===== config.mk =====
export PLATFORM = sky130hd
export DESIGN_NAME = bpli_cell
export DESIGN_NICKNAME = d
export VERILOG_FILES = /design/src/sv/bpli_pkg.sv /design/src/sv/bpli_cell.sv
export SDC_FILE = /design/constraint.sdc
export NUM_CORES = 1
export LEC_CHECK = 0
export BUFFER_PORTS_ARGS = -buffer_cell sky130_fd_sc_hd__buf_4
export CAP_MARGIN = 20
export CORE_AREA = 2 2 355 357
export DETAILED_ROUTE_END_ITERATION = 10
export DIE_AREA = 0 0 357 359
export GPL_TIMING_DRIVEN = 0
export PLACE_DENSITY_LB_ADDON = 0.25
export SLEW_MARGIN = 20
export SYNTH_ARGS = -nofsm -noshare
export SYNTH_HDL_FRONTEND = slang
export SYNTH_SLANG_ARGS = --single-unit
export TNS_END_PERCENT = 20

===== constraint.sdc =====
create_clock -name clk_i -period 7.85 [get_ports clk_i]
set_input_delay 0.3925 -clock clk_i [delete_from_list [all_inputs] [get_ports clk_i]]
set_output_delay 0.3925 -clock clk_i [all_outputs]
set_load 0.05 [all_outputs]

===== src/sv/bpli_pkg.sv =====
// Package for the breakpoint interpolator: shared types, codes and constants.
package bpli_pkg;

  // Default table depth
  localparam int MaxPointsDef = 64;

  // Register indexes on the configuration port
  localparam logic RegMode = 1'b0;
  localparam logic RegPiu  = 1'b1;

  // Interpolation modes
  localparam logic [1:0] ModeLinear = 2'd0;
  localparam logic [1:0] ModeStepLo = 2'd1;
  localparam logic [1:0] ModeStepHi = 2'd2;

  // Item function codes
  localparam logic FuncLoad  = 1'b0;
  localparam logic FuncQuery = 1'b1;

  // Reset values of the registers
  localparam logic [1:0] ModeReset = ModeLinear;
  localparam logic [6:0] PiuReset  = 7'd64;

  // Running search record handed from cell to cell
  typedef struct packed {
    logic signed [31:0] q;
    logic               lo_v;
    logic signed [31:0] lo_x;
    logic signed [31:0] lo_y;
    logic               lo2_v;
    logic signed [31:0] lo2_x;
    logic signed [31:0] lo2_y;
    logic               hi_v;
    logic signed [31:0] hi_x;
    logic signed [31:0] hi_y;
    logic               hi2_v;
    logic signed [31:0] hi2_x;
    logic signed [31:0] hi2_y;
    logic               lb_v;
    logic signed [31:0] lb_x;
    logic signed [31:0] lb_y;
    logic               ub_v;
    logic signed [31:0] ub_x;
    logic signed [31:0] ub_y;
  } rec_t;

endpackage


===== src/sv/bpli_cell.sv =====
// One breakpoint cell: holds an (x, y) entry and updates the passing search record.
module bpli_cell #(
  parameter int K  = 0,
  parameter int NW = 7
) (
  input  logic               clk_i,
  input  logic               rst_ni,
  input  logic               we_i,
  input  logic signed [31:0] wx_i,
  input  logic signed [31:0] wy_i,
  input  logic [NW-1:0]      n_i,
  input  logic               vld_i,
  input  bpli_pkg::rec_t     rec_i,
  output logic               vld_o,
  output bpli_pkg::rec_t     rec_o
);

  logic signed [31:0] x_q, y_q;
  logic               vld_q;
  bpli_pkg::rec_t     rec_q, rec_d;
  logic               act;

  // Entry storage
  always_ff @(posedge clk_i) begin
    if (we_i) begin
      x_q <= wx_i;
      y_q <= wy_i;
    end
  end

  // Fold this entry into the record; lowest index wins on ties
  always_comb begin
    act   = (NW'(K) < n_i);
    rec_d = rec_i;
    if (act) begin
      // minimum and second minimum
      if (!rec_i.lo_v || x_q < rec_i.lo_x) begin
        rec_d.lo2_v = rec_i.lo_v;
        rec_d.lo2_x = rec_i.lo_x;
        rec_d.lo2_y = rec_i.lo_y;
        rec_d.lo_v  = 1'b1;
        rec_d.lo_x  = x_q;
        rec_d.lo_y  = y_q;
      end else if (!rec_i.lo2_v || x_q < rec_i.lo2_x) begin
        rec_d.lo2_v = 1'b1;
        rec_d.lo2_x = x_q;
        rec_d.lo2_y = y_q;
      end
      // maximum and second maximum
      if (!rec_i.hi_v || x_q > rec_i.hi_x) begin
        rec_d.hi2_v = rec_i.hi_v;
        rec_d.hi2_x = rec_i.hi_x;
        rec_d.hi2_y = rec_i.hi_y;
        rec_d.hi_v  = 1'b1;
        rec_d.hi_x  = x_q;
        rec_d.hi_y  = y_q;
      end else if (!rec_i.hi2_v || x_q > rec_i.hi2_x) begin
        rec_d.hi2_v = 1'b1;
        rec_d.hi2_x = x_q;
        rec_d.hi2_y = y_q;
      end
      // lower bound: largest x not above q
      if (x_q <= rec_i.q && (!rec_i.lb_v || x_q > rec_i.lb_x)) begin
        rec_d.lb_v = 1'b1;
        rec_d.lb_x = x_q;
        rec_d.lb_y = y_q;
      end
      // upper bound: smallest x not below q
      if (x_q >= rec_i.q && (!rec_i.ub_v || x_q < rec_i.ub_x)) begin
        rec_d.ub_v = 1'b1;
        rec_d.ub_x = x_q;
        rec_d.ub_y = y_q;
      end
    end
  end

  // Hand the record to the next cell
  always_ff @(posedge clk_i or negedge rst_ni) begin
    if (!rst_ni) begin
      vld_q <= 1'b0;
    end else begin
      vld_q <= vld_i;
    end
  end

  // Record held until the next query passes
  always_ff @(posedge clk_i) begin
    if (vld_i) rec_q <= rec_d;
  end

  assign vld_o = vld_q;
  assign rec_o = rec_q;

endmodule


==> results.sh, run 1 <==
export IMPL_antenna_found_initial=18
export IMPL_core_sq_um=125000
export IMPL_ff2ff_path_depth=10
export IMPL_r2r_setup_slack_ns=2.31
export IMPL_rsz0062_at_grt="no"
export IMPL_cp_end_kind="flop"
export IMPL_total_power_w=0.00944
export IMPL_fin_crit_ns=5.54
export IMPL_startpoint_type="flop"
export IMPL_cpLargestDelayFamily="simple AND/OR/NAND/NOR gates"
export IMPL_viasPerCell=4.57
export IMPL_hp_class="primary input to flop"
export IMPL_fin_skew_ns=0.0327
export IMPL_vdd_ir_drop_max_v=0.000160
export IMPL_grt_pass1_vias=24200
export IMPL_die_y_um=359
export IMPL_post_route_util_pct=33.2
export IMPL_setup_ws_ns=2.31
export IMPL_worstPathRequired_ns=8.18
export IMPL_synth_main_ff_cell="edfxtp_1"
export IMPL_min_to="rec_o[167]"
export IMPL_reg2reg_to="rec_o[241]"
export IMPL_finalSetupTns_ns=0
export IMPL_area_delta_synth_final_pct=56.4
export IMPL_critPathSlowestCell="edfxtp_1"
export IMPL_grt_util_all_layers_pct=20.7
export IMPL_synth_edf_count=486
export IMPL_synthesis_nets=2762
export IMPL_grt_max_degree=92
export IMPL_ys_ff_latch=487
export IMPL_hold_depth=2
export IMPL_port_buffers=919
export IMPL_finalNonFillerCells=5100
export IMPL_synth_cells=2044
export IMPL_ys_types=66
export IMPL_max_cap_violations=0
export IMPL_fmax_mhz=181
export IMPL_dieArea_sq_um=128000
export IMPL_clk_latency_ns=0.68
export IMPL_outcome="complete, no violations"
export IMPL_layout_common_cells="918 x buf_4, 486 x edfxtp_1, 353 x dlygate4sd3_1"
export IMPL_start_util_pct=21.2
export IMPL_avgSynthCellArea_sq_um=12.9
export IMPL_drc_errors=0
export IMPL_die_x_um=357
export IMPL_path_cells="ha_1, nand4_1, nor3_1, a211o_1, or3_1, a32o_1, nor3_2, buf_2, clkbuf_1, o21ai_0"
export IMPL_cp_max_fo=12
export IMPL_routedWlPerCell_um=26.9
export IMPL_cts_tree="done"
export IMPL_yosysWarnings=0
export IMPL_fin_nets=4111
export IMPL_finalWirelength_um=137000
export IMPL_overflow=0
export IMPL_crit_buf_inv=2
export IMPL_synthArstFlopShare_pct=0.205
export IMPL_preCtsSetupSlack_ns=1.73
export IMPL_layout_cells_most_common="buf_4"
export IMPL_ios=920
export IMPL_ant_nets=0
export IMPL_firstDrtPassIters=5
export IMPL_cts_root_buffer="clkbuf_16"
export IMPL_max_stage_delay_ns=0.96
export IMPL_htreeDepth=3
export IMPL_path_clk_slew_ns=0.06
export IMPL_hold_viol_final=0
export IMPL_cts_made_buffers=67
export IMPL_power_leakage_nw=18.1
export IMPL_worst_slew_pin_slew_ns=1.14
export IMPL_r2r_start="x_q[31]"
export IMPL_grt_pass1_wl_um=186000
export IMPL_critical_path_class="flop to flop"
export IMPL_drive_gt1_share_pct=37.3
export IMPL_finalCritPeriodShare_pct=70.6
export IMPL_setup_viol=0
export IMPL_slew_headroom_pct=23.8
export IMPL_hpwl_um=107000
export IMPL_synthesis_area_sq_um=26400
export IMPL_cts_sinks=487
export IMPL_drt_iter0_drc=1988
export IMPL_clock_path_buffers=3
export IMPL_ys_seq_area_share_pct=55.3
export IMPL_gp_congestion=0.852
export IMPL_placed_cells=4621
export IMPL_cp_arrival_ns=5.87
export IMPL_holdCritStartpoint="rec_i[167]"
export IMPL_cts_resized_gates=0
export IMPL_num_fill_cells=12700
export IMPL_row_count=130
export IMPL_startpoint="x_q[31]"
export IMPL_dr_total_vias=23300
export IMPL_slew_violations=0
export IMPL_powerDensity_nw_per_um2=228
-- flip-flops by register name, indices dropped and copies added (netlist names) --
signal  count
x_q        32
vld_o       1
y_q        32
rec_o     422
-- worst reg2reg max path, delay by kind of cell, from the launching register on --
| kind | cells | cell delay [ns] |
|---|---|---|
| AO/OA/AOI/OAI | 3 | 1.17 |
| adder cells (fa/ha/maj) | 1 | 0.44 |
| buffers and inverters | 2 | 1.24 |
| flip-flops | 1 | 0.96 |
| AND/OR/NAND/NOR | 4 | 1.40 |
-- worst max-delay path by stage --
stage	endpoint	slack [ns]	depth (start not counted)
2_1_floorplan	rec_o[100]	4.61	10
3_3_place_gp	rec_o[306]	1.04	10
3_5_place_dp	rec_o[241]	1.73	10
4_1_cts	rec_o[241]	1.71	10
5_1_grt	rec_o[241]	1.53	10
6_report	rec_o[241]	2.31	10
-- layer usage --
metal / share of wire [%] / global-route usage [%]
met5: 0.020 / 0
met2: 47 / 34.5
met4: 3.2 / 7.27
met1: 42 / 26.5
met3: 6.9 / 4.21
-- report_power, final --
part	internal, W	switching (W)
sequential	0.00323	0.000193
clock	0.00175	0.00130
combinational	0.00111	0.00186
-- logic make-up (layout without fill, tap and decap cells) --
| family | count (synthesis) | after routing | synth area share [%] |
|---|---|---|---|
| flops | 487 | 487 | 55.3 |
| mux | 196 | 196 | 9.21 |
| simple gates | 428 | 428 | 8.95 |
| buf+inv | 325 | 1723 | 5.21 |
| fa+ha+maj | 221 | 221 | 10.5 |
| compound gates | 387 | 387 | 10.9 |
| other cells | 0 | 8 | 0 |
-- layout make-up --
cell class / count / area, sq um / area share, %
Clock buffer: 77 / 1760 / 4.25
Multi-Input combinational cell: 1232 / 10500 / 25.4
Antenna cell: 8 / 20.0 / 0.0484
Tap cell: 1650 / 2060 / 4.99
Inverter: 225 / 845 / 2.04
Timing Repair Buffer: 1280 / 10600 / 25.8
Clock inverter: 41 / 375 / 0.908
Sequential cell: 487 / 14600 / 35.4
Buffer: 100 / 534 / 1.29
-- synthesized netlist by cell type, types with 7 or more instances --
| library cell | n | area share (%) |
|---|---|---|
| edfxtp_1 | 486 | 55 |
| inv_1 | 225 | 3.2 |
| ha_1 | 221 | 10 |
| a221o_1 | 129 | 4.9 |
| mux2_2 | 128 | 5.5 |
| o21ai_0 | 91 | 1.7 |
| nand2_1 | 76 | 1.1 |
| a21oi_1 | 74 | 1.4 |
| and3_1 | 69 | 1.6 |
| and2_1 | 66 | 1.6 |
| mux2_4 | 61 | 3.5 |
| buf_2 | 47 | 0.89 |
| nand3_1 | 46 | 0.87 |
| clkbuf_1 | 44 | 0.62 |
| a21o_1 | 39 | 1.1 |
| nor3_1 | 38 | 0.72 |
| nor4_1 | 35 | 0.83 |
| nand4_1 | 33 | 0.78 |
| nor2_1 | 26 | 0.37 |
| nand2b_1 | 8 | 0.19 |
| and4_1 | 7 | 0.23 |
| o211ai_1 | 7 | 0.20 |
-- metrics by stage --
| stage | instance area, sq um | hold WS, ns |
|---|---|---|
| CTS | 41300 | 0.000496 |
| detailed placement | 35700 | 0.169 |
| global placement | 35400 | 0.167 |
| global route | 41300 | 0.0307 |
| floorplan | 26400 | 0.0969 |
| finish | 41300 | 0.0697 |
-- what timing repair did --
action	in CTS	in global routing
buffers inserted	0	0
endpoints found under the hold margin	352	0
hold buffers	353	0
Power figures use the tool's default switching activity.
==> inputs of run 2 (changes only) <==
Settings changed: ABC_AREA set to 1, CORE_AREA 2 2 355 357 to 2 2 363 365, DIE_AREA 0 0 357 359 to 0 0 365 367.
Clock period 7.85 ns to 5.15 ns, I/O delays scaled along.
==> run 2 against run 1 <==
- final cell count up 31%
- combinational power up 83%
- clock skew down 0.0020 ns
- clock power up 58%
- area after synthesis up 11%
- critical path depth up 3
- flip-flop and latch count unchanged
- sequential power up 54%
- largest cell class unchanged
- highest routed layer unchanged
==> results.sh, run 2 <==
export IMPL_outcome="complete, no violations"
export IMPL_switchingPower_w=0.00596
export IMPL_firstDrtPassIters=6
export IMPL_grt_pass1_wl_um=219000
export IMPL_synth_top_cell_by_area="edfxtp_1"
export IMPL_multi_input_area_sq_um=12100
export IMPL_seq_area_sq_um=14600
export IMPL_cts_tree="done"
export IMPL_routedWlPerCell_um=23.8
export IMPL_cts_root_buffer="clkbuf_16"
export IMPL_grt_max_degree=83
export IMPL_ys_seq_area_share_pct=49.7
export IMPL_max_stage_delay_ns=0.74
export IMPL_slew_violations=0
export IMPL_gp_congestion=0.914
export IMPL_grt_util_all_layers_pct=23.0
export IMPL_synthTopCellsByArea="edfxtp_1 50%, nand2_1 16%, ha_1 9.4%"
export IMPL_p_sw_share_pct=38.4
export IMPL_rsz0062_at_grt="no"
export IMPL_area_delta_synth_final_pct=55.8
export IMPL_row_count=133
export IMPL_finalWirelength_um=159000
export IMPL_whs_ns=0.0813
export IMPL_die_y_um=367
export IMPL_num_fill_cells=13600
export IMPL_post_route_util_pct=35.1
export IMPL_ant_nets=0
export IMPL_avgSynthCellArea_sq_um=8.70
export IMPL_clock_path_buffers=3
export IMPL_drive_gt1_share_pct=25.7
export IMPL_max_cap_violations=0
export IMPL_postCtsSetupRepairBufs=0
export IMPL_fin_crit_ns=4.78
export IMPL_cp_arrival_ns=5.17
export IMPL_viasPerCell=4.56
export IMPL_synthesis_area_sq_um=29400
export IMPL_drc_errors=0
export IMPL_grt_pass1_vias=30300
export IMPL_vdd_ir_drop_max_v=0.000307
export IMPL_ff2ff_path_depth=13
export IMPL_clk_latency_ns=0.67
export IMPL_yosysMostFrequentCell="nand2_1"
export IMPL_die_x_um=365
export IMPL_layout_cells_most_common="nand2_1"
export IMPL_dr_total_vias=30500
export IMPL_total_power_w=0.0155
export IMPL_synthesis_nets=4100
export IMPL_synth_top_cells_by_count="1225 x nand2_1, 486 x edfxtp_1, 424 x inv_1, 330 x nand3_1, 221 x ha_1"
export IMPL_ys_types=35
export IMPL_path_cells="ha_1, nand2_1, nor2_1, nand4_1, nor4_4, nand4_1, nand3_1, nand2_1, inv_2, nand2_2, buf_2, nand2_1, nand2_1"
export IMPL_ios=920
export IMPL_synth_main_ff_cell="edfxtp_1"
export IMPL_p_comb_share_pct=35.0
export IMPL_synth_cells=3382
export IMPL_placed_cells=6062
export IMPL_worstPathRequired_ns=5.53
export IMPL_htreeDepth=3
export IMPL_path_clk_slew_ns=0.06
export IMPL_startpoint_type="flop"
export IMPL_setup_viol=0
export IMPL_antenna_found_initial=21
export IMPL_fmax_mhz=209
export IMPL_hold_depth=1
export IMPL_overflow=0
export IMPL_cts_sinks=487
export IMPL_largest_reg_flops=422
export IMPL_hpwl_um=123000
export IMPL_fin_nets=5580
export IMPL_power_leakage_nw=21.9
export IMPL_port_buffers=919
export IMPL_hold_viol_final=0
export IMPL_layout_common_cells="1225 x nand2_1, 941 x buf_4, 487 x dlygate4sd3_1"
export IMPL_cp_max_fo=12
export IMPL_finalNonFillerCells=6686
export IMPL_worst_slew_pin_slew_ns=1.05
export IMPL_cpMostUsedCell="nand2_1"
export IMPL_finalCritPeriodShare_pct=92.9
export IMPL_start_util_pct=22.5
export IMPL_cp_end_kind="flop"
export IMPL_fin_skew_ns=0.0307
export IMPL_yosysWarnings=0
export IMPL_p_clk_share_pct=31.1
export IMPL_hp_class="primary input to flop"
export IMPL_synth_top_area_share_pct=49.6
export IMPL_power_share_sequential_pct=33.9
export IMPL_powerDensity_nw_per_um2=339
export IMPL_synthArstFlopShare_pct=0.205
export IMPL_core_sq_um=130000
export IMPL_slew_headroom_pct=30.0
export IMPL_critical_path_class="flop to flop"
export IMPL_internal_power_w=0.00957
export IMPL_cts_made_buffers=66
export IMPL_critPathSlowestCell="edfxtp_1"
export IMPL_drt_iter0_drc=2717
export IMPL_dieArea_sq_um=134000
export IMPL_ys_ff_latch=487
export IMPL_synth_edf_count=486
run 2: worst paths after layout:
path / slack [ns] / startpoint / endpoint
hold / removal: 0.08 / vld_i / rec_o[186]
setup / recovery: 0.37 / x_q[31] / rec_o[17]
setup reg to reg: 0.37 / x_q[31] / rec_o[17]
hold reg to reg: 0.71 / y_q[2] / rec_o[67]
min in group asynchronous: 0.46 / rst_ni / vld_o
max in group asynchronous: 4.59 / rst_ni / vld_o
run 2: cell type report:
type                       count  area share [%]
antenna                       17          0.0928
tap                         1755            4.79
clock buffer                  78            3.80
inverter                     429            3.51
buffer                       169            2.42
sequential                   487            31.9
clock inverter                42            1.01
multi-input combinational   2297            26.4
timing repair buffer        1412            26.1
run 2: logic make-up (layout without fill, tap and decap cells):
kind of cell	count (synthesis)	in the layout	share of synthesized area (%)
compound gates	345	345	6.81
fa+ha+maj	221	221	9.40
buf+inv	598	2130	9.22
flops	487	487	49.7
other cells	0	17	0
simple gates	1731	1731	24.9
run 2: stage by stage:
stage | worst slack, ns | setup TNS, ns | instance area, sq um
final | 0.366 | 0 | 45800
after global routing | 0.256 | 0 | 45800
after CTS | 0.0621 | 0 | 45800
after detailed placement | 0.0798 | 0 | 38700
after global placement | -0.222 | -50.27 | 38500
after floorplan | 2.71 | 0 | 29400
run 2: layer usage:
layer | vias up | track usage (%) | part of all wire [%] | wire, um
met5 | - | 0 | 0.041 | 65
met4 | 10 | 9.39 | 4.3 | 6900
met3 | 272 | 5.26 | 8.1 | 12900
met2 | 1418 | 38.1 | 47 | 74500
met1 | 14500 | 28.7 | 41 | 64600
li1 | 14300 | - | - | -
run 2: power by group through the flow:
stage	combinational, W	clock [W]	sequential, W
6_report	0.00543	0.00483	0.00527
5_1_grt	0.00580	0.00508	0.00531
4_1_cts	0.00544	0.00496	0.00527
3_5_place_dp	0.00508	0	0.00534
3_3_place_gp	0.00503	0	0.00537
2_1_floorplan	0.00165	0	0.00661
run 2: what timing repair did:
item,4_1_cts,5_1_grt
setup endpoints to repair,0,6
gates resized for setup,0,1
hold buffers,487,0
hold endpoints to repair,476,0
run 2: worst max-delay path: cells and delay by family, from the launching register on:
kind	cells	cell delay [ns]
fa+ha+maj	1	0.59
flops	1	0.74
buf+inv	2	0.62
simple gates	10	2.52
